## config.mk

```make
export PLATFORM = sky130hd
export DESIGN_NAME = i2c_master_byte_engine_top_flat
export DESIGN_NICKNAME = d
export VERILOG_FILES = /design/src/rtl/i2cmbe_pkg.sv /design/src/rtl/i2cmbe_in_if.sv /design/src/rtl/i2cmbe_out_if.sv /design/src/rtl/i2cmbe_cfg_if.sv /design/src/rtl/i2cmbe_cfg_regs.sv /design/src/rtl/i2cmbe_core.sv /design/src/rtl/i2cmbe_out_reg.sv /design/src/rtl/i2c_master_byte_engine_top.sv /design/src/flat_wrapper.sv
export SDC_FILE = /design/constraint.sdc
export NUM_CORES = 1
export LEC_CHECK = 0
export BUFFER_PORTS_ARGS = -buffer_cell sky130_fd_sc_hd__buf_4
export CAP_MARGIN = 20
export CORE_MARGIN = 3
export CORE_UTILIZATION = 55
export CTS_BUF_LIST = sky130_fd_sc_hd__clkbuf_16
export CTS_CLUSTER_SIZE = 12
export DETAILED_ROUTE_END_ITERATION = 8
export PLACE_DENSITY = 0.86
export SLEW_MARGIN = 10
export SYNTH_ARGS = -nofsm -noshare
export SYNTH_HDL_FRONTEND = slang
export SYNTH_HIERARCHICAL = 1
export SYNTH_SLANG_ARGS = --single-unit
```

## constraint.sdc

```tcl
create_clock -name clk -period 4.3 [get_ports clk]
set_input_delay 0.43 -clock clk [delete_from_list [all_inputs] [get_ports clk]]
set_output_delay 0.43 -clock clk [all_outputs]
set_load 0.02 [all_outputs]
```

## src/rtl/i2cmbe_pkg.sv

```systemverilog
// ----------------------------------------------------------------------------
// i2cmbe_pkg
// Shared types and constants of the I2C master byte engine.
// ----------------------------------------------------------------------------
package i2cmbe_pkg;

  // command codes
  localparam logic [2:0] CMD_START = 3'd0;
  localparam logic [2:0] CMD_STOP  = 3'd1;
  localparam logic [2:0] CMD_WRITE = 3'd2;
  localparam logic [2:0] CMD_WAIT  = 3'd3;
  localparam logic [2:0] CMD_READ  = 3'd4;

  // configuration register indexes
  localparam int unsigned CFG_IDX_W = 2;
  localparam logic [CFG_IDX_W-1:0] CFG_BIT_HALF    = 2'd0;
  localparam logic [CFG_IDX_W-1:0] CFG_COND_HOLD   = 2'd1;
  localparam logic [CFG_IDX_W-1:0] CFG_ACK_TIMEOUT = 2'd2;

  // configuration reset values
  localparam logic [15:0] BIT_HALF_RST    = 16'd100;
  localparam logic [15:0] COND_HOLD_RST   = 16'd200;
  localparam logic [15:0] ACK_TIMEOUT_RST = 16'd250;

  // bits in one byte
  localparam logic [3:0] BYTE_BITS = 4'd8;

  typedef struct packed {
    logic [15:0] bit_half;
    logic [15:0] cond_hold;
    logic [15:0] ack_timeout;
  } timing_t;

  typedef struct packed {
    logic       cmd_valid;
    logic [2:0] command;
    logic [7:0] tx_byte;
    logic       send_ack;
    logic       sda_in;
  } item_t;

  typedef struct packed {
    logic       scl_level;
    logic       sda_pull_low;
    logic       busy_res;
    logic       done_res;
    logic [7:0] rx_byte;
    logic       ack_error;
  } result_t;

endpackage

```

## src/rtl/i2cmbe_in_if.sv

```systemverilog
// ----------------------------------------------------------------------------
// i2cmbe_in_if
// Input channel: one tick item with optional command and sampled SDA.
// ----------------------------------------------------------------------------
interface i2cmbe_in_if;
  logic       valid;
  logic       ready;
  logic       cmd_valid;
  logic [2:0] command;
  logic [7:0] tx_byte;
  logic       send_ack;
  logic       sda_in;

  modport source (output valid, cmd_valid, command, tx_byte, send_ack, sda_in,
                  input ready);
  modport sink   (input valid, cmd_valid, command, tx_byte, send_ack, sda_in,
                  output ready);
endinterface

```

## src/rtl/i2cmbe_out_if.sv

```systemverilog
// ----------------------------------------------------------------------------
// i2cmbe_out_if
// Result channel: bus line levels and status for one tick.
// ----------------------------------------------------------------------------
interface i2cmbe_out_if;
  logic       valid;
  logic       ready;
  logic       scl_level;
  logic       sda_pull_low;
  logic       busy_res;
  logic       done_res;
  logic [7:0] rx_byte;
  logic       ack_error;

  modport source (output valid, scl_level, sda_pull_low, busy_res, done_res,
                         rx_byte, ack_error,
                  input ready);
  modport sink   (input valid, scl_level, sda_pull_low, busy_res, done_res,
                        rx_byte, ack_error,
                  output ready);
endinterface

```

## src/rtl/i2cmbe_cfg_if.sv

```systemverilog
// ----------------------------------------------------------------------------
// i2cmbe_cfg_if
// Configuration write channel: register index and write data.
// ----------------------------------------------------------------------------
interface i2cmbe_cfg_if;
  logic        valid;
  logic        ready;
  logic [1:0]  index;
  logic [15:0] data;

  modport source (output valid, index, data, input ready);
  modport sink   (input valid, index, data, output ready);
endinterface

```

## src/rtl/i2cmbe_cfg_regs.sv

```systemverilog
// ----------------------------------------------------------------------------
// i2cmbe_cfg_regs
// Timing configuration registers, always ready for a write.
// ----------------------------------------------------------------------------
module i2cmbe_cfg_regs
  import i2cmbe_pkg::*;
(
  input  logic              clk,
  input  logic              rst_n,
  i2cmbe_cfg_if.sink        cfg_ch,
  output timing_t           timing
);

  timing_t timing_r;
  timing_t timing_nxt;

  assign cfg_ch.ready = 1'b1;
  assign timing       = timing_r;

  // write decode, unknown indexes are dropped
  always_comb begin
    timing_nxt = timing_r;
    if (cfg_ch.valid) begin
      case (cfg_ch.index)
        CFG_BIT_HALF:    timing_nxt.bit_half    = cfg_ch.data;
        CFG_COND_HOLD:   timing_nxt.cond_hold   = cfg_ch.data;
        CFG_ACK_TIMEOUT: timing_nxt.ack_timeout = cfg_ch.data;
        default:         timing_nxt = timing_r;
      endcase
    end
  end

  always_ff @(posedge clk) begin
    if (!rst_n) begin
      timing_r.bit_half    <= BIT_HALF_RST;
      timing_r.cond_hold   <= COND_HOLD_RST;
      timing_r.ack_timeout <= ACK_TIMEOUT_RST;
    end else begin
      timing_r <= timing_nxt;
    end
  end

endmodule

```

## src/rtl/i2cmbe_core.sv

```systemverilog
// ----------------------------------------------------------------------------
// i2cmbe_core
// Bus phase sequencer: advances one tick per accepted item and forms the
// line levels and status of that tick.
// ----------------------------------------------------------------------------
module i2cmbe_core
  import i2cmbe_pkg::*;
(
  input  logic     clk,
  input  logic     rst_n,
  input  logic     step,
  input  item_t    item,
  input  timing_t  timing,
  output result_t  res
);

  typedef enum logic [3:0] {
    PH_IDLE, PH_ST_HI, PH_ST_LO, PH_SP_LO, PH_SP_HI,
    PH_WR_SET, PH_WR_HIGH, PH_WR_LOW,
    PH_AK_SET, PH_AK_HIGH, PH_AK_POLL,
    PH_RD_LOW, PH_RD_HIGH, PH_RA_SET, PH_RA_HIGH
  } phase_t;

  phase_t      phase_r, phase_nxt;
  logic [3:0]  bit_count_r, bit_count_nxt;
  logic [7:0]  shift_r, shift_nxt;
  logic [15:0] tick_count_r, tick_count_nxt;
  logic [15:0] wait_count_r, wait_count_nxt;
  logic        scl_r, scl_nxt;
  logic        sda_r, sda_nxt;
  logic        ack_choice_r, ack_choice_nxt;
  logic        error_r, error_nxt;
  logic [7:0]  rx_hold_r, rx_hold_nxt;

  logic        done;
  logic        enter_en;
  phase_t      enter_ph;
  logic [15:0] tick_inc;
  logic [15:0] phase_len;
  logic [3:0]  bit_inc;

  assign tick_inc = tick_count_r + 16'd1;
  assign bit_inc  = bit_count_r + 4'd1;

  // start and stop phases use the condition hold time
  always_comb begin
    if (phase_r inside {PH_ST_HI, PH_ST_LO, PH_SP_LO, PH_SP_HI}) begin
      phase_len = timing.cond_hold;
    end else begin
      phase_len = timing.bit_half;
    end
  end

  // next state for one tick
  always_comb begin
    phase_nxt      = phase_r;
    bit_count_nxt  = bit_count_r;
    shift_nxt      = shift_r;
    tick_count_nxt = tick_count_r;
    wait_count_nxt = wait_count_r;
    scl_nxt        = scl_r;
    sda_nxt        = sda_r;
    ack_choice_nxt = ack_choice_r;
    error_nxt      = error_r;
    rx_hold_nxt    = rx_hold_r;
    done           = 1'b0;
    enter_en       = 1'b0;
    enter_ph       = PH_IDLE;

    // phase transitions
    if (phase_r == PH_IDLE) begin
      if (item.cmd_valid) begin
        bit_count_nxt = 4'd0;
        case (item.command)
          CMD_START: begin
            enter_en = 1'b1;
            enter_ph = PH_ST_HI;
          end
          CMD_STOP: begin
            enter_en = 1'b1;
            enter_ph = PH_SP_LO;
          end
          CMD_WRITE: begin
            shift_nxt = item.tx_byte;
            enter_en  = 1'b1;
            enter_ph  = PH_WR_SET;
          end
          CMD_WAIT: begin
            error_nxt = 1'b0;
            enter_en  = 1'b1;
            enter_ph  = PH_AK_SET;
          end
          CMD_READ: begin
            shift_nxt      = 8'd0;
            ack_choice_nxt = item.send_ack;
            enter_en       = 1'b1;
            enter_ph       = PH_RD_LOW;
          end
          default: ;
        endcase
      end
    end else if (phase_r == PH_AK_POLL) begin
      if (!item.sda_in) begin
        scl_nxt        = 1'b0;
        phase_nxt      = PH_IDLE;
        tick_count_nxt = 16'd0;
        done           = 1'b1;
      end else if (wait_count_r >= timing.ack_timeout) begin
        error_nxt = 1'b1;
        enter_en  = 1'b1;
        enter_ph  = PH_SP_LO;
      end else begin
        wait_count_nxt = wait_count_r + 16'd1;
      end
    end else begin
      tick_count_nxt = tick_inc;
      if (tick_inc >= phase_len) begin
        case (phase_r)
          PH_ST_HI: begin
            enter_en = 1'b1;
            enter_ph = PH_ST_LO;
          end
          PH_ST_LO: begin
            scl_nxt = 1'b0;
            done    = 1'b1;
          end
          PH_SP_LO: begin
            enter_en = 1'b1;
            enter_ph = PH_SP_HI;
          end
          PH_WR_SET: begin
            enter_en = 1'b1;
            enter_ph = PH_WR_HIGH;
          end
          PH_WR_HIGH: begin
            enter_en = 1'b1;
            enter_ph = PH_WR_LOW;
          end
          PH_WR_LOW: begin
            shift_nxt     = {shift_r[6:0], 1'b0};
            bit_count_nxt = bit_inc;
            if (bit_inc >= BYTE_BITS) begin
              done = 1'b1;
            end else begin
              enter_en = 1'b1;
              enter_ph = PH_WR_SET;
            end
          end
          PH_AK_SET: begin
            enter_en = 1'b1;
            enter_ph = PH_AK_HIGH;
          end
          PH_AK_HIGH: begin
            enter_en = 1'b1;
            enter_ph = PH_AK_POLL;
          end
          PH_RD_LOW: begin
            enter_en = 1'b1;
            enter_ph = PH_RD_HIGH;
          end
          PH_RD_HIGH: begin
            bit_count_nxt = bit_inc;
            enter_en      = 1'b1;
            if (bit_inc >= BYTE_BITS) begin
              rx_hold_nxt = shift_r;
              enter_ph    = PH_RA_SET;
            end else begin
              enter_ph    = PH_RD_LOW;
            end
          end
          PH_RA_SET: begin
            enter_en = 1'b1;
            enter_ph = PH_RA_HIGH;
          end
          PH_RA_HIGH: begin
            scl_nxt = 1'b0;
            done    = 1'b1;
          end
          default: done = 1'b1;
        endcase
        if (done) begin
          phase_nxt      = PH_IDLE;
          tick_count_nxt = 16'd0;
        end
      end
    end

    // line setup on entry to a phase
    if (enter_en) begin
      phase_nxt      = enter_ph;
      tick_count_nxt = 16'd0;
      case (enter_ph)
        PH_ST_HI: begin
          scl_nxt = 1'b1;
          sda_nxt = 1'b0;
        end
        PH_ST_LO: sda_nxt = 1'b1;
        PH_SP_LO: begin
          scl_nxt = 1'b0;
          sda_nxt = 1'b1;
        end
        PH_SP_HI: begin
          scl_nxt = 1'b1;
          sda_nxt = 1'b0;
        end
        PH_WR_SET: begin
          scl_nxt = 1'b0;
          sda_nxt = ~shift_nxt[7];
        end
        PH_WR_HIGH: scl_nxt = 1'b1;
        PH_WR_LOW:  scl_nxt = 1'b0;
        PH_AK_SET:  sda_nxt = 1'b0;
        PH_AK_HIGH: scl_nxt = 1'b1;
        PH_AK_POLL: wait_count_nxt = 16'd0;
        PH_RD_LOW: begin
          scl_nxt = 1'b0;
          sda_nxt = 1'b0;
        end
        PH_RD_HIGH: begin
          scl_nxt   = 1'b1;
          shift_nxt = {shift_nxt[6:0], item.sda_in};
        end
        PH_RA_SET: begin
          scl_nxt = 1'b0;
          sda_nxt = ack_choice_nxt;
        end
        PH_RA_HIGH: scl_nxt = 1'b1;
        default: ;
      endcase
    end
  end

  // result of this tick, taken from the updated state
  always_comb begin
    res.scl_level    = scl_nxt;
    res.sda_pull_low = sda_nxt;
    res.busy_res     = (phase_nxt != PH_IDLE);
    res.done_res     = done;
    res.rx_byte      = rx_hold_nxt;
    res.ack_error    = error_nxt;
  end

  always_ff @(posedge clk) begin
    if (!rst_n) begin
      phase_r      <= PH_IDLE;
      bit_count_r  <= 4'd0;
      shift_r      <= 8'd0;
      tick_count_r <= 16'd0;
      wait_count_r <= 16'd0;
      scl_r        <= 1'b1;
      sda_r        <= 1'b0;
      ack_choice_r <= 1'b0;
      error_r      <= 1'b0;
      rx_hold_r    <= 8'd0;
    end else if (step) begin
      phase_r      <= phase_nxt;
      bit_count_r  <= bit_count_nxt;
      shift_r      <= shift_nxt;
      tick_count_r <= tick_count_nxt;
      wait_count_r <= wait_count_nxt;
      scl_r        <= scl_nxt;
      sda_r        <= sda_nxt;
      ack_choice_r <= ack_choice_nxt;
      error_r      <= error_nxt;
      rx_hold_r    <= rx_hold_nxt;
    end
  end

endmodule

```

## src/rtl/i2cmbe_out_reg.sv

```systemverilog
// ----------------------------------------------------------------------------
// i2cmbe_out_reg
// Result register with valid flag; holds the input side off while a result
// waits to be taken and is not being drained.
// ----------------------------------------------------------------------------
module i2cmbe_out_reg
  import i2cmbe_pkg::*;
(
  input  logic          clk,
  input  logic          rst_n,
  input  logic          load,
  input  result_t       res,
  output logic          can_load,
  i2cmbe_out_if.source  out_ch
);

  logic    valid_r, valid_nxt;
  result_t data_r;

  // room when empty or when the held result leaves this cycle
  assign can_load  = ~valid_r | out_ch.ready;
  assign valid_nxt = load | (valid_r & ~out_ch.ready);

  assign out_ch.valid        = valid_r;
  assign out_ch.scl_level    = data_r.scl_level;
  assign out_ch.sda_pull_low = data_r.sda_pull_low;
  assign out_ch.busy_res     = data_r.busy_res;
  assign out_ch.done_res     = data_r.done_res;
  assign out_ch.rx_byte      = data_r.rx_byte;
  assign out_ch.ack_error    = data_r.ack_error;

  always_ff @(posedge clk) begin
    if (!rst_n) begin
      valid_r <= 1'b0;
    end else begin
      valid_r <= valid_nxt;
    end
  end

  // payload, no reset needed
  always_ff @(posedge clk) begin
    if (load) begin
      data_r <= res;
    end
  end

endmodule

```

## src/rtl/i2c_master_byte_engine_top.sv

```systemverilog
// ----------------------------------------------------------------------------
// i2c_master_byte_engine_top
// I2C master byte engine: start, stop, byte write, ack wait and byte read
// sequenced one bus tick per item.
//
//   channel  dir  handshake          payload
//   in_ch    in   valid / ready      cmd_valid, command, tx_byte, send_ack, sda_in
//   out_ch   out  valid / ready      scl_level, sda_pull_low, busy_res, done_res,
//                                    rx_byte, ack_error
//   cfg_ch   in   valid / ready (=1) index, data
//
// The phase sequencer updates on acceptance of an item and its result is
// held in the output register, presented in the cycle after acceptance.
// A new item is accepted every cycle while the output register is empty or
// being drained; a stalled output holds the input off only that long.
// Reset (rst_n low, synchronous) returns the sequencer to idle with SCL
// high and SDA released, and loads the default timing values.
// ----------------------------------------------------------------------------
module i2c_master_byte_engine_top
  import i2cmbe_pkg::*;
(
  input  logic          clk,
  input  logic          rst_n,
  i2cmbe_in_if.sink     in_ch,
  i2cmbe_out_if.source  out_ch,
  i2cmbe_cfg_if.sink    cfg_ch
);

  timing_t timing;
  item_t   item;
  result_t res;
  logic    can_load;
  logic    step;

  // input handshake
  assign in_ch.ready = can_load;
  assign step        = in_ch.valid & can_load;

  assign item.cmd_valid = in_ch.cmd_valid;
  assign item.command   = in_ch.command;
  assign item.tx_byte   = in_ch.tx_byte;
  assign item.send_ack  = in_ch.send_ack;
  assign item.sda_in    = in_ch.sda_in;

  i2cmbe_cfg_regs u_cfg (
    .clk    (clk),
    .rst_n  (rst_n),
    .cfg_ch (cfg_ch),
    .timing (timing)
  );

  i2cmbe_core u_core (
    .clk    (clk),
    .rst_n  (rst_n),
    .step   (step),
    .item   (item),
    .timing (timing),
    .res    (res)
  );

  i2cmbe_out_reg u_out (
    .clk      (clk),
    .rst_n    (rst_n),
    .load     (step),
    .res      (res),
    .can_load (can_load),
    .out_ch   (out_ch)
  );

endmodule

```

## src/flat_wrapper.sv

```systemverilog
// flat-port wrapper written by rule: the top's interface ports become plain ports
module i2c_master_byte_engine_top_flat import i2cmbe_pkg::*;
  (clk, rst_n, in_ch_valid, in_ch_cmd_valid, in_ch_command, in_ch_tx_byte, in_ch_send_ack, in_ch_sda_in, in_ch_ready, out_ch_valid, out_ch_scl_level, out_ch_sda_pull_low, out_ch_busy_res, out_ch_done_res, out_ch_rx_byte, out_ch_ack_error, out_ch_ready, cfg_ch_valid, cfg_ch_index, cfg_ch_data, cfg_ch_ready);
  i2cmbe_in_if in_ch_i ();
  i2cmbe_out_if out_ch_i ();
  i2cmbe_cfg_if cfg_ch_i ();
  input  logic clk;
  input  logic rst_n;
  input wire logic [$bits(in_ch_i.valid)-1:0] in_ch_valid;
  input wire logic [$bits(in_ch_i.cmd_valid)-1:0] in_ch_cmd_valid;
  input wire logic [$bits(in_ch_i.command)-1:0] in_ch_command;
  input wire logic [$bits(in_ch_i.tx_byte)-1:0] in_ch_tx_byte;
  input wire logic [$bits(in_ch_i.send_ack)-1:0] in_ch_send_ack;
  input wire logic [$bits(in_ch_i.sda_in)-1:0] in_ch_sda_in;
  output wire logic [$bits(in_ch_i.ready)-1:0] in_ch_ready;
  output wire logic [$bits(out_ch_i.valid)-1:0] out_ch_valid;
  output wire logic [$bits(out_ch_i.scl_level)-1:0] out_ch_scl_level;
  output wire logic [$bits(out_ch_i.sda_pull_low)-1:0] out_ch_sda_pull_low;
  output wire logic [$bits(out_ch_i.busy_res)-1:0] out_ch_busy_res;
  output wire logic [$bits(out_ch_i.done_res)-1:0] out_ch_done_res;
  output wire logic [$bits(out_ch_i.rx_byte)-1:0] out_ch_rx_byte;
  output wire logic [$bits(out_ch_i.ack_error)-1:0] out_ch_ack_error;
  input wire logic [$bits(out_ch_i.ready)-1:0] out_ch_ready;
  input wire logic [$bits(cfg_ch_i.valid)-1:0] cfg_ch_valid;
  input wire logic [$bits(cfg_ch_i.index)-1:0] cfg_ch_index;
  input wire logic [$bits(cfg_ch_i.data)-1:0] cfg_ch_data;
  output wire logic [$bits(cfg_ch_i.ready)-1:0] cfg_ch_ready;
  assign in_ch_i.valid = in_ch_valid;
  assign in_ch_i.cmd_valid = in_ch_cmd_valid;
  assign in_ch_i.command = in_ch_command;
  assign in_ch_i.tx_byte = in_ch_tx_byte;
  assign in_ch_i.send_ack = in_ch_send_ack;
  assign in_ch_i.sda_in = in_ch_sda_in;
  assign in_ch_ready = in_ch_i.ready;
  assign out_ch_valid = out_ch_i.valid;
  assign out_ch_scl_level = out_ch_i.scl_level;
  assign out_ch_sda_pull_low = out_ch_i.sda_pull_low;
  assign out_ch_busy_res = out_ch_i.busy_res;
  assign out_ch_done_res = out_ch_i.done_res;
  assign out_ch_rx_byte = out_ch_i.rx_byte;
  assign out_ch_ack_error = out_ch_i.ack_error;
  assign out_ch_i.ready = out_ch_ready;
  assign cfg_ch_i.valid = cfg_ch_valid;
  assign cfg_ch_i.index = cfg_ch_index;
  assign cfg_ch_i.data = cfg_ch_data;
  assign cfg_ch_ready = cfg_ch_i.ready;
  i2c_master_byte_engine_top u_core (.clk(clk), .rst_n(rst_n), .in_ch(in_ch_i), .out_ch(out_ch_i), .cfg_ch(cfg_ch_i));
endmodule
```

[Word level (Yosys, flattened, before mapping)]
Index checks and enable logic that the tools add are counted.
Storage, ports and cells
  flip-flop bits (word level): 122
  bits in latches: 0
  bits in writable memories: 0
  ROM bits: 0
  input port bits: 37
  output and inout port bits: 16
  logic and storage cells: 173
  memories kept: 0
Operators by class
  $add $sub $neg: 3
  $mul: 0
  divide/modulo/power cells: 0
  order comparisons: 3
  equality and inequality tests: 38
  shift operators: 0
  multiplexer cells: 82
  bitwise logic cells: 7
  reduce and logical (&&, ||, !) cells: 20
Operators by type and width (count)
  two-way mux 16 bit: 13
  two-way mux 8 bit: 12
  two-way mux 4 bit: 15
  == test 4 bit (second input constant): 14
  case mux 4 bit (10 select lines): 1
  adder 16 x 1 -> 16 bit (second input constant): 2
  == test 4 x 3 -> 1 bit (second input constant): 8
  greater-or-equal comparator 16 bit: 2
  two-way mux 1 bit: 31
  case mux 4 bit (5 select lines): 1
  == test 4 x 2 -> 1 bit (second input constant): 4
  case mux 8 bit (2 select lines): 1
  OR reduction 5 bit: 2
  OR reduction 9 bit: 1
  == test 4 x 1 -> 1 bit (second input constant): 2
  nonzero test 4 bit: 2
  == test 3 x 2 -> 1 bit (second input constant): 2
  two-way mux 3 bit: 2
  != test 2 bit (second input constant): 3
  case mux 1 bit (2 select lines): 3
  AND reduction 2 bit: 3
  OR reduction 2 bit: 3
  OR reduction 6 bit: 1
  AND reduction 5 bit: 1
  18 further kinds: 24

[Logic depth before layout (Yosys ltp)]
Gate-level depths: netlist (run 1).
  depth after elaboration: 13
  depth in mapped cells: 21
  gate-level depth less buffers: 17

[Modules after synthesis]
Netlist (run 1), hierarchy kept.
Modules (own cells, without submodules)
  i2cmbe_core: times used 1, cells each 552, area an instance 4495.6 um2, seq. area each 1201.2 um2
  i2cmbe_cfg_regs: times used 1, cells each 185, area an instance 1916.8 um2, seq. area each 960.9 um2
  i2cmbe_out_reg: times used 1, cells each 17, area an instance 439.2 um2, seq. area each 410.4 um2
  i2c_master_byte_engine_top: times used 1, cells each 1, area an instance 6.3 um2, seq. area each 0.0 um2

[Worst setup path before layout (run 1)]
No wires, ideal clock.
  kind: register to register
  start: reg u_core.u_core.phase_r[2]
  end: reg u_core.u_out.data_r, in the netlist u_core/u_out/out_ch.sda_pull_low (data pin)
  library setup time: 125 ps
  arrival: 4281 ps
  path slack: -107 ps
  cell stages (with the launch flop): 20
  path buffers: 6
  clock period less this slack: 4407 ps
  path through: dfxtp_1 > buf_2 > clkbuf_1 > o21ai_0 > and3b_1 > clkbuf_1 > clkbuf_1 > mux2i_1 > ha_1 > o21a_1 > nor2_1 > o311a_1 > o21a_4 > buf_6 > o32a_1 > or4b_4 > o32ai_2 > a21oi_1 > nand2_1 > buf_4
On the way
  cells in the longest elaborated chain, start to end: 11
  elaborated cells on any way between the ends: 44
Ends and longest elaborated chain
  from (decl): RTL line i2cmbe_core.sv:24  | phase_t phase_r, phase_nxt;
  from (signal assigned): RTL line i2cmbe_core.sv:256  | phase_r <= phase_nxt;
  == test 4 x 1 -> 1 bit, or another cell as far along: RTL line i2cmbe_core.sv:47, i2cmbe_core.sv:118
  nonzero test 4 bit: RTL line i2cmbe_core.sv:47  | if (phase_r inside {PH_ST_HI, PH_ST_LO, PH_SP_LO, PH_SP_HI}) begin
  two-way mux 16 bit: RTL line i2cmbe_core.sv:47
  greater-or-equal comparator 16 bit: RTL line i2cmbe_core.sv:117  | if (tick_inc >= phase_len) begin
  two-way mux 4 bit: RTL line i2cmbe_core.sv:117
  two-way mux 4 bit: RTL line i2cmbe_core.sv:102  | end else if (phase_r == PH_AK_POLL) begin
  two-way mux 4 bit: RTL line i2cmbe_core.sv:71  | if (phase_r == PH_IDLE) begin
  == test 4 bit, or another cell as far along: RTL line i2cmbe_core.sv:192  | case (enter_ph)
  OR reduction 4 bit (no line) / OR reduction 2 bit (equally long branches)
  case mux 1 bit (4 select lines): RTL line i2cmbe_core.sv:192
  two-way mux 1 bit *: RTL line i2cmbe_core.sv:189  | if (enter_en) begin
  net u_core.u_core.sda_nxt: RTL line i2cmbe_core.sv:30  | logic sda_r, sda_nxt;
  to (signal assigned): RTL line i2cmbe_out_reg.sv:43  | data_r <= res;
  to (decl): RTL line i2cmbe_out_reg.sv:18  | result_t data_r;
Mark *: on every way through the listed nets, which the timed path passes. The rest lies on a longest branch.
A chain may end at the register's enable or synchronous reset.

[Worst setup path after layout (run 1)]
  start: reg u_core.u_core.tick_count_r[1]
  end: reg u_core.u_core.sda_r
On the way
  cells in the longest elaborated chain, start to end: 9
  elaborated cells on any way between the ends: 24
Ends and longest elaborated chain
  from (decl): RTL line i2cmbe_core.sv:27  | logic [15:0] tick_count_r, tick_count_nxt;
  from (signal assigned): RTL line i2cmbe_core.sv:259  | tick_count_r <= tick_count_nxt;
  adder 16 x 1 -> 16 bit *: RTL line i2cmbe_core.sv:42  | assign tick_inc = tick_count_r + 16'd1;
  greater-or-equal comparator 16 bit *: RTL line i2cmbe_core.sv:117
  two-way mux 4 bit: RTL line i2cmbe_core.sv:117
  two-way mux 4 bit: RTL line i2cmbe_core.sv:102
  two-way mux 4 bit: RTL line i2cmbe_core.sv:71
  == test 4 bit, or another cell as far along: RTL line i2cmbe_core.sv:192
  OR reduction 4 bit (no line) / OR reduction 2 bit (equally long branches)
  case mux 1 bit (4 select lines): RTL line i2cmbe_core.sv:192
  two-way mux 1 bit *: RTL line i2cmbe_core.sv:189
  to (signal assigned): RTL line i2cmbe_core.sv:262  | sda_r <= sda_nxt;
  to (decl): RTL line i2cmbe_core.sv:30
Every way passes the cells marked *; elsewhere a longest branch is shown, timed or not.

==> results of run 1 <==
layer usage:
layer	part of all wire, %	GRT usage [%]	vias to the layer above
li1	-	-	2774
met4	1.7	6.96	0
met3	6.5	6.39	21
met5	0	0	-
met1	44	27.6	2665
met2	48	37.4	224
timing repair:
| item | CTS | global route |
|---|---|---|
| pin swaps | 0 | 1 |
| resized for setup | 1 | 15 |
| setup buffers | 1 | 3 |
| endpoints found under the setup margin | 3 | 55 |
| hold buffers | 0 | 0 |
cell families (layout without fill, tap and decap cells):
kind of cell | after synthesis | count (layout) | share of synthesized area [%]
other | 1 | 1 | 0.0547
AND/OR/NAND/NOR | 270 | 270 | 20.1
flip-flops | 122 | 122 | 37.5
adder cells (fa/ha/maj) | 36 | 36 | 6.53
multiplexers | 81 | 81 | 12.0
buffers and inverters | 71 | 130 | 5.24
XOR/XNOR | 33 | 33 | 4.21
AO/OA/AOI/OAI | 141 | 141 | 14.3
Yosys cell counts, drive strengths merged (13+ instances only):
master | count | share of area, %
mux2i | 71 | 10
o21ai | 28 | 2.0
dfxtp | 109 | 32
nand3 | 21 | 1.6
edfxtp | 13 | 5.7
a21oi | 43 | 3.1
buf | 22 | 2.6
nor2b | 16 | 1.5
ha | 35 | 6.4
xor2 | 21 | 2.7
nor2 | 60 | 3.4
nand2 | 101 | 5.6
clkbuf | 21 | 1.1
inv | 27 | 1.5
stage by stage:
stage                     std cells  setup WS [ns]  hold WS, ns  power [µW]  utilization [%]
final                           982          0.187        0.289        2780             65.5
after global routing            982        -0.0291        0.288        2870             65.5
after floorplan                 755         0.0738        0.432        1420                -
after CTS                       979         0.0199        0.275        2790             64.9
after detailed placement        946     -0.0000653        0.448        1510             60.4
after global placement          946          0.197        0.442        1500             60.4
power groups by stage:
stage	Clock (µW)	Sequential, µW	Combinational [µW]
after detailed placement	0	1220	289
after CTS	1300	1200	291
after global placement	0	1220	282
after floorplan	0	1230	194
after global routing	1350	1200	323
final	1290	1200	299
registers in the layout, summed over array words and instances (netlist names):
name,cells
u_core/u_core/rx_hold_r,8
u_core/u_core/tick_count_r,16
u_core/u_out/out_ch.busy_res,1
u_core/u_out/out_ch.rx_byte,8
u_core/u_core/shift_r,8
u_core/u_out/out_ch.done_res,1
u_core/u_out/out_ch.scl_level,1
u_core/u_cfg/timing,48
u_core/u_out/out_ch.sda_pull_low,1
u_core/u_core/bit_count_r,4
u_core/u_core/sda_r,1
u_core/u_core/scl_r,1
u_core/u_out/out_ch.valid,1
u_core/u_core/wait_count_r,16
u_core/u_core/phase_r,4
u_core/u_core/ack_choice_r,1
u_core/u_core/error_r,1
u_core/u_out/out_ch.ack_error,1
cell usage in the layout (no fill, tap or decap), drive strengths merged, types with 6 or more instances in the layout:
cell	n
ha	35
o211ai	6
and3	9
xor2	21
buf	70
nor2b	16
nand4	9
a22oi	8
nand3	21
clkinv	10
mux2i	71
or3	10
a21oi	43
edfxtp	13
o21ai	28
nand2	101
inv	31
nor2	60
xnor2	12
mux2	10
a31oi	8
dfxtp	109
clkbuf	17
nand2b	10
final cells by class:
cell class | count | area (µm²)
clock buffers | 17 | 425
clock inverters | 15 | 110
fillers | 982 | 4180
inverters | 28 | 105
multi-input cells | 562 | 3980
flip-flops and latches | 122 | 2580
well taps | 168 | 210
repair buffers | 70 | 526
worst max-delay path: stages (launching register included):
cell	delay, ns
sky130_fd_sc_hd__dfxtp_1	0.39
sky130_fd_sc_hd__nand3_1	0.13
sky130_fd_sc_hd__nor2_2	0.17
sky130_fd_sc_hd__and3_4	0.23
sky130_fd_sc_hd__and3_1	0.23
sky130_fd_sc_hd__and2_1	0.21
sky130_fd_sc_hd__nand3_1	0.16
sky130_fd_sc_hd__xnor2_2	0.18
sky130_fd_sc_hd__ha_1	0.33
sky130_fd_sc_hd__nand2_1	0.08
sky130_fd_sc_hd__o21ai_2	0.21
sky130_fd_sc_hd__nor2_1	0.09
sky130_fd_sc_hd__o21a_4	0.16
sky130_fd_sc_hd__o32a_1	0.37
sky130_fd_sc_hd__or4b_4	0.55
sky130_fd_sc_hd__o32ai_2	0.26
sky130_fd_sc_hd__a21oi_1	0.08
sky130_fd_sc_hd__o22ai_1	0.19
worst min path at each step:
| stage | endpoint | slack [ns] | depth (start not counted) |
|---|---|---|---|
| floorplan | u_core/u_cfg/timing[32]$_SDFFE_PN0P_ | 0.43 | 2 |
| global placement | u_core/u_cfg/timing[28]$_SDFFE_PN0P_ | 0.44 | 2 |
| detailed placement | u_core/u_cfg/timing[41]$_SDFFE_PN0P_ | 0.45 | 2 |
| CTS | u_core/u_cfg/timing[39]$_SDFFE_PN0P_ | 0.27 | 3 |
| global route | u_core/u_cfg/timing[39]$_SDFFE_PN0P_ | 0.29 | 3 |
| finish | u_core/u_cfg/timing[39]$_SDFFE_PN0P_ | 0.29 | 3 |
==> results.ini, run 1 <==
[place]
globalplace.congestion=0.948
detailed_place_hpwl_mm=11.1
buffer_ports.inserted=51
dpl_cell_area_um2=7310

[setup_path]
cp.required_ns=4.63
minimum_setup_slack_among_reg_to_reg_paths_ns=0.19
arrival_ns=4.44
setup.worst_path.start=u_core/u_core/tick_count_r[1]$_SDFFE_PN0P_
critPathKind=reg -> reg
setup.worst_path.start_class=register
critical_path.endpoint_type=register
endpoint_of_the_worst_register_to_register_path=u_core/u_core/sda_r$_SDFFE_PN0P_
timing.critical_path.fanout_max=10
regToRegStartpoint=u_core/u_core/tick_count_r[1]$_SDFFE_PN0P_
timing.reg2reg.worst_path_depth=17
cp-endpoint=u_core/u_core/sda_r$_SDFFE_PN0P_

[cts]
clkLatencyLatePin_ns=0.41
clock-root-buffer=sky130_fd_sc_hd__clkbuf_16
tritoncts=yes
clk_transition_reported_paths_ns=0.05
cts.htree.levels=4
tritoncts_num_sinks=122
ctsLongestPathBuffers=2
cts_bufs_inserted=17

[floorplan]
start_util_pct=56.6
die-area_um2=13800
chipHeight_um=118
core_region_area_um2=12100
design.portCount=53
num_rows=40
dieWidth_um=118

[detailed_routing]
vias=5684
vias_per_cell=5.79
drt_iter0_markers=521
antenna_left=0
firstDrtPassIters=5
wl_mm=15.8
detail_route.drc_violations=0
wl_per_cell_um=16.0

[timing]
clock.fmax_mhz=243
slew_headroom_pct=49.6
setup_viol_count_final=0
finalMaxSlewViolations=0
timing_hold_violations_final=0
worst_slew_pin_slew_ns=0.756
finalWorstPathRequiredPeriod_ns=4.11
clock_skew_ns=0.00825
period_share_pct=95.7
finalSetupTns_ns=0

[power]
power.ir.vdd_worst_mv=0.377
leakagePower_uw=0.00338
p_clk_share_pct=46.2
sw_frac_of_total_pct=25.0
internal_power_uw=2080
p_seq_share_pct=43.0
power_density_nw_per_um2=350
p_comb_share_pct=10.8
switching_power_uw=696

[cells_and_area]
synthToLayoutAreaGrowth_pct=15.7
nets=873
n_antenna_cell=0
layout-drive-gt1-share_pct=18.1
area_of_all_placed_cells_without_fillers_um2=7930

[global_route]
largest_net_degree_at_the_start_of_global_routing=80
grt_antenna_before_repair=0
via_count_of_the_first_global_routing_pass=5454
grt_util_all_layers_pct=22.2
grt_pass1_wl_mm=25.5
grt_overflow_total=0

[yosys]
syn-cell-area_um2=6860
ys_async_sr_fraction_pct=0
number_of_different_library_cells_in_the_post_synthesis_netlist=84
synth_instances=755
ys_ff_latch=122
synth_seq_area_share_pct=37.5
synth_area_per_cell_um2=9.08
postSynthNetCount=827
number_of_enable_type_register_cells_in_the_synthesized_netlist=13
yosys_warnings=6
synth_top_flop_cell=sky130_fd_sc_hd__dfxtp_1

[flow_run]
max-cap-violations=0

[min_path]
worstHoldStart=cfg_ch_data[7]
hold_class=in -> reg

[outcome]
run_status=finished clean

Note: power is estimated with default switching activity, not from simulation.
==> inputs of run 2 (changes only) <==
--- a/config.mk
+++ b/config.mk
@@ -13,6 +13,7 @@
 export CTS_CLUSTER_SIZE = 12
 export DETAILED_ROUTE_END_ITERATION = 8
 export PLACE_DENSITY = 0.86
+export RECOVER_POWER = 100
 export SLEW_MARGIN = 10
 export SYNTH_ARGS = -nofsm -noshare
 export SYNTH_HDL_FRONTEND = slang
==> results.ini, run 2 (synthesis results as in run 1) <==
[cells_and_area]
synthToLayoutAreaGrowth_pct=14.6
mostFrequentLayoutCells=sky130_fd_sc_hd__dfxtp_1 (106), sky130_fd_sc_hd__nand2_1 (101), sky130_fd_sc_hd__mux2i_1 (71), sky130_fd_sc_hd__nor2_1 (56), sky130_fd_sc_hd__buf_4 (52)
filler_cell_count=995  ; +1.3%
nets=873  ; unchanged
layout-drive-gt1-share_pct=15.2  ; -2.8 points
layout_commonest_cell=sky130_fd_sc_hd__dfxtp_1
instances_no_fill=982  ; unchanged
n_antenna_cell=0  ; unchanged
area_of_all_placed_cells_without_fillers_um2=7860  ; -0.90%
flip_flop_count_of_the_largest_register_after_layout=48  ; unchanged

[global_route]
grt_antenna_before_repair=0  ; unchanged
grt_pass1_wl_mm=25.5  ; unchanged
grt_util_all_layers_pct=22.2  ; unchanged
largest_net_degree_at_the_start_of_global_routing=80  ; unchanged
via_count_of_the_first_global_routing_pass=5454  ; unchanged
grt_overflow_total=0  ; unchanged

[setup_path]
cpMaxStageDelayCell=sky130_fd_sc_hd__or4b_4
critical_path.endpoint_type=register
cp.required_ns=4.63  ; about the same
critPathKind=reg -> reg
minimum_setup_slack_among_reg_to_reg_paths_ns=0.18  ; about the same
critical-path-max-stage-delay_ns=0.55  ; about the same
arrival_ns=4.45  ; about the same
setup.worst_path.start_class=register
crit_path_cell_trace=nand2_1 -> nor2_2 -> and3_4 -> and3_1 -> and2_1 -> nand3_1 -> xnor2_2 -> ha_1 -> nand2_1 -> o21ai_2 -> nor2_1 -> o21a_4 -> o32a_1 -> or4b_4 -> o32ai_2 -> a21oi_1 -> o22ai_1
timing.critical_path.fanout_max=10  ; unchanged
critPathMostFrequentCell=sky130_fd_sc_hd__nand2_1

[timing]
timing_hold_violations_final=0  ; unchanged
worst_slew_pin_slew_ns=0.751  ; -0.00437 ns
slew_headroom_pct=49.9  ; +0.29 points
clock.fmax_mhz=243  ; -0.15%
period_share_pct=95.8  ; +0.14 points
clock_skew_ns=0.00999  ; +0.00174 ns
fin_worst_hold_slack_ns=0.288  ; -0.000945 ns
finalSetupTns_ns=0  ; unchanged
finalMaxSlewViolations=0  ; unchanged
setup_viol_count_final=0  ; unchanged
finalWorstPathRequiredPeriod_ns=4.12  ; +0.00602 ns

[outcome]
run_status=finished clean

[floorplan]
chipHeight_um=118  ; unchanged
dieWidth_um=118  ; unchanged
die-area_um2=13800  ; unchanged
num_rows=40  ; unchanged
start_util_pct=56.6  ; unchanged
design.portCount=53  ; unchanged
core_region_area_um2=12100  ; unchanged

[power]
finalPower_uw=2770  ; -0.27%
power_density_nw_per_um2=353  ; +0.64%
power.ir.vdd_worst_mv=0.378  ; +0.20%
leakagePower_uw=0.00332  ; -1.9%

[place]
post_placement_cell_count=946  ; unchanged
buffer_ports.inserted=51  ; unchanged
globalplace.congestion=0.948  ; unchanged
dpl_cell_area_um2=7310  ; unchanged
detailed_place_hpwl_mm=11.1  ; unchanged

[cts]
ctsLongestPathBuffers=2  ; unchanged
cts_bufs_inserted=17  ; unchanged
cts.htree.levels=4  ; unchanged
clock-root-buffer=sky130_fd_sc_hd__clkbuf_16
cts.hold.buffers_added=0  ; unchanged
tritoncts=yes
clk_transition_reported_paths_ns=0.05  ; about the same
clkLatencyLatePin_ns=0.41  ; about the same
tritoncts_num_sinks=122  ; unchanged

[min_path]
hold_class=in -> reg

[detailed_routing]
wire_length_on_met1_mm=6.93  ; +0.39%
drt_iter0_markers=630  ; +21%
wl_per_cell_um=16.0  ; -0.21%
detail_route.drc_violations=0  ; unchanged
firstDrtPassIters=5  ; unchanged
vias=5684  ; unchanged
top_layer=met4
met2_length_mm=7.50  ; -0.72%
wl_mm=15.7  ; -0.21%
met3_length_mm=1.00  ; -2.4%
antenna_left=0  ; unchanged
vias_per_cell=5.79  ; unchanged

[flow_run]
max-cap-violations=0  ; unchanged

==> run 2: cell types whose count changed in the layout (fill, tap and decap cells not counted), moves of 5 or more <==
cell                       previous run  this run
sky130_fd_sc_hd__buf_4               70        52
sky130_fd_sc_hd__clkbuf_1             0        17
sky130_fd_sc_hd__mux2_1               0         5
sky130_fd_sc_hd__mux2_2              10         5
==> run 2: power by group <==
group | leakage [µW] | total (µW) | switching, µW | internal [µW]
Sequential | 0.00101 | 1200 | 14.7 | 1180
Combinational | 0.00203 | 292 | 178 | 114
Clock | 0.000274 | 1280 | 504 | 781
==> run 2: through the flow <==
stage / worst slack (ns) / utilization (%)
CTS: 0.0199 / 64.9
floorplan: 0.0738 / -
finish: 0.181 / 64.9
global route: -0.0286 / 64.9
detailed placement: -0.0000653 / 60.4
global placement: 0.197 / 60.4
==> run 2: worst max-delay path: cells and delay by family, from the launching register on <==
family	cells	cell delay, ns
flip-flops	1	0.41
AND/OR/NAND/NOR	9	1.82
adder cells (fa/ha/maj)	1	0.33
AO/OA/AOI/OAI	6	1.28
XOR/XNOR	1	0.18
==> run 2: layout make-up <==
cell class                      instances  area (µm²)  share of cell area, %
Multi-Input combinational cell        562        3970                   50.5
Clock inverter                         15         110                   1.40
Timing Repair Buffer                   70         462                   5.87
Clock buffer                           17         425                   5.41
Inverter                               28         105                   1.34
Sequential cell                       122        2580                   32.8
Tap cell                              168         210                   2.67
==> run 2: final timing paths <==
path,from,to,cells past startpoint
setup / recovery,u_core/u_core/tick_count_r[3]$_SDFFE_PN0P_,u_core/u_core/sda_r$_SDFFE_PN0P_,17
hold / removal,cfg_ch_data[7],u_core/u_cfg/timing[39]$_SDFFE_PN0P_,3
setup reg to reg,u_core/u_core/tick_count_r[3]$_SDFFE_PN0P_,u_core/u_core/sda_r$_SDFFE_PN0P_,17
hold reg to reg,u_core/u_cfg/timing[41]$_SDFFE_PN0P_,u_core/u_cfg/timing[41]$_SDFFE_PN0P_,2
==> run 2: what timing repair did <==
| item | in CTS | in global routing |
|---|---|---|
| setup endpoints to repair | 3 | 55 |
| buffers inserted | 1 | 3 |
| resized for setup | 1 | 15 |
| hold endpoints to repair | 0 | 0 |
| pin swaps | 0 | 1 |
==> run 2: layer usage <==
metal | up-vias | global-route usage, %
li1 | 2769 | -
met1 | 2689 | 27.6
met2 | 203 | 37.4
met3 | 23 | 6.39
met4 | 0 | 6.96
met5 | - | 0
==> inputs of run 3 (changes only) <==
--- a/config.mk
+++ b/config.mk
@@ -7,7 +7,7 @@
 export LEC_CHECK = 0
 export BUFFER_PORTS_ARGS = -buffer_cell sky130_fd_sc_hd__buf_4
 export CAP_MARGIN = 20
-export CORE_MARGIN = 3
+export CORE_MARGIN = 4
 export CORE_UTILIZATION = 55
 export CTS_BUF_LIST = sky130_fd_sc_hd__clkbuf_16
 export CTS_CLUSTER_SIZE = 12
==> results.ini, run 3 (synthesis results as in run 1) <==
[outcome]
run_status=finished clean

[timing]
setup_ws_ns=0.180  ; -0.000908 ns
finalMaxSlewViolations=0  ; unchanged
clock_skew_ns=0.00811  ; -0.00188 ns
period_share_pct=95.8  ; about the same
finalWorstPathRequiredPeriod_ns=4.12  ; +0.000908 ns
slew_headroom_pct=48.8  ; -1.2 points
worst_slew_pin_slew_ns=0.761  ; +0.00934 ns
clock.fmax_mhz=243  ; about the same
setup_viol_count_final=0  ; unchanged
timing_hold_violations_final=0  ; unchanged

[cells_and_area]
layout_commonest_cell=sky130_fd_sc_hd__dfxtp_1
layout-drive-gt1-share_pct=16.3  ; +1.1 points
area_of_all_placed_cells_without_fillers_um2=7890  ; +0.32%
mostFrequentLayoutCells=sky130_fd_sc_hd__dfxtp_1 (107), sky130_fd_sc_hd__nand2_1 (101), sky130_fd_sc_hd__mux2i_1 (71), sky130_fd_sc_hd__nor2_1 (56), sky130_fd_sc_hd__buf_4 (55)
nets=874  ; +0.11%
n_antenna_cell=0  ; unchanged
filler_cell_count=988  ; -0.70%
synthToLayoutAreaGrowth_pct=15.0
flip_flop_count_of_the_largest_register_after_layout=48  ; unchanged

[setup_path]
critPathKind=reg -> reg
cp.required_ns=4.64  ; about the same
arrival_ns=4.46  ; about the same
timing.critical_path.fanout_max=15  ; +5
critical_path.endpoint_type=register
setup.worst_path.start_class=register

[power]
power_density_nw_per_um2=359  ; +1.7%
sw_frac_of_total_pct=25.1  ; -0.061 points
internal_power_uw=2120  ; +2.1%
switching_power_uw=709  ; +1.8%
p_comb_share_pct=10.3  ; -0.2 points
finalPower_uw=2830  ; +2.0%
p_clk_share_pct=47.4  ; +1.1 points
p_seq_share_pct=42.3  ; -0.8 points
power.ir.vdd_worst_mv=0.267  ; -29%
leakagePower_uw=0.00331  ; -0.33%

[floorplan]
start_util_pct=56.6  ; unchanged
die-area_um2=14300  ; +3.4%
core_region_area_um2=12100  ; unchanged
dieWidth_um=120  ; +1.7%
design.portCount=53  ; unchanged
chipHeight_um=120  ; +1.7%
num_rows=40  ; unchanged

[cts]
cts.htree.levels=4  ; unchanged
clk_transition_reported_paths_ns=0.05  ; about the same
clock-root-buffer=sky130_fd_sc_hd__clkbuf_16
cts_bufs_inserted=17  ; unchanged
tritoncts=yes
ctsLongestPathBuffers=2  ; unchanged
clkLatencyLatePin_ns=0.42  ; about the same
tritoncts_num_sinks=122  ; unchanged
cts.hold.buffers_added=0  ; unchanged

[detailed_routing]
wl_per_cell_um=16.2  ; +1.5%
wl_mm=15.9  ; +1.5%
drt_iter0_markers=448  ; -29%
vias_per_cell=5.81  ; +0.42%
vias=5708  ; +0.42%
antenna_left=0  ; unchanged
detail_route.drc_violations=0  ; unchanged
firstDrtPassIters=5  ; unchanged

[global_route]
grt_pass1_wl_mm=26.1  ; +2.4%
grt_overflow_total=0  ; unchanged
via_count_of_the_first_global_routing_pass=5599  ; +2.7%
largest_net_degree_at_the_start_of_global_routing=80  ; unchanged
grt_util_all_layers_pct=22.5  ; +0.24 points
grt_antenna_before_repair=0  ; unchanged

[flow_run]
max-cap-violations=0  ; unchanged

[place]
globalplace.congestion=0.971  ; +2.5%
dpl_cell_area_um2=7320  ; +0.10%
detailed_place_hpwl_mm=11.0  ; -0.95%
dp_slack_ns=0.0168  ; +0.0169 ns
buffer_ports.inserted=51  ; unchanged

[min_path]
hold_class=in -> reg

## run 3: cell types whose count changed in the layout (fill, tap and decap cells not counted), sizes merged
cell / delta
clkinv: -1
clkbuf: -1
clkinvlp: +1
buf: +3
inv: -2
## run 3: cell type report
cell class	instances	area [µm²]	share of cell area, %
sequential	122	2570	32.7
clock inverter	13	118	1.49
timing repair buffer	71	473	6.00
tap	168	210	2.67
inverter	28	105	1.33
clock buffer	18	450	5.71
multi-input combinational	562	3960	50.2
## run 3: critical path, stage by stage (launching register included)
cell	delay, ns
sky130_fd_sc_hd__dfxtp_1	0.31
sky130_fd_sc_hd__or3_4	0.42
sky130_fd_sc_hd__and3b_1	0.22
sky130_fd_sc_hd__buf_4	0.24
sky130_fd_sc_hd__mux2i_1	0.17
sky130_fd_sc_hd__ha_1	0.30
sky130_fd_sc_hd__o21a_1	0.12
sky130_fd_sc_hd__nor2_1	0.04
sky130_fd_sc_hd__o311a_1	0.43
sky130_fd_sc_hd__o21a_4	0.27
sky130_fd_sc_hd__o32a_1	0.38
sky130_fd_sc_hd__or4b_4	0.56
sky130_fd_sc_hd__o32ai_2	0.29
sky130_fd_sc_hd__a21oi_1	0.11
sky130_fd_sc_hd__o22ai_1	0.19
## run 3: through the flow
| stage | utilization [%] | TNS, ns | instances | hold WS [ns] |
|---|---|---|---|---|
| final | 65.1 | 0 | 982 | 0.275 |
| after global routing | 65.1 | -0.506 | 982 | 0.278 |
| after CTS | 65.1 | 0 | 978 | 0.260 |
| after detailed placement | 60.4 | 0 | 947 | 0.446 |
| after global placement | 60.4 | 0 | 947 | 0.443 |
| after floorplan | - | 0 | 755 | 0.432 |
## run 3: layer usage
| layer | GRT usage (%) | routed length [µm] | share of wire, % | vias up |
|---|---|---|---|---|
| met2 | 37.7 | 7640 | 48 | 219 |
| met1 | 27.1 | 6940 | 44 | 2669 |
| met3 | 5.98 | 966 | 6.1 | 46 |
| met5 | 0 | 0 | 0 | - |
| li1 | - | - | - | 2774 |
| met4 | 9.74 | 403 | 2.5 | 0 |
## run 3: final timing paths
path | slack [ns] | cells past startpoint | from | endpoint
max reg2reg | 0.18 | 14 | u_core/u_core/phase_r[2]$_SDFFE_PN0P_ | u_core/u_core/sda_r$_SDFFE_PN0P_
max | 0.18 | 14 | u_core/u_core/phase_r[2]$_SDFFE_PN0P_ | u_core/u_core/sda_r$_SDFFE_PN0P_
min reg2reg | 0.46 | 2 | u_core/u_cfg/timing[29]$_SDFFE_PN0P_ | u_core/u_cfg/timing[29]$_SDFFE_PN0P_
min | 0.28 | 3 | cfg_ch_data[7] | u_core/u_cfg/timing[39]$_SDFFE_PN0P_
## run 3: power groups by stage
stage               Sequential [µW]  Clock (µW)  Combinational [µW]
finish                         1200        1340                 291
CTS                            1200        1360                 293
floorplan                      1230           0                 194
global route                   1200        1420                 316
detailed placement             1220           0                 290
global placement               1220           0                 283
## run 3: what timing repair did
item,CTS,global route
endpoints found under the setup margin,2,62
pin swaps,0,3
setup buffers,0,4
resized for setup,1,13
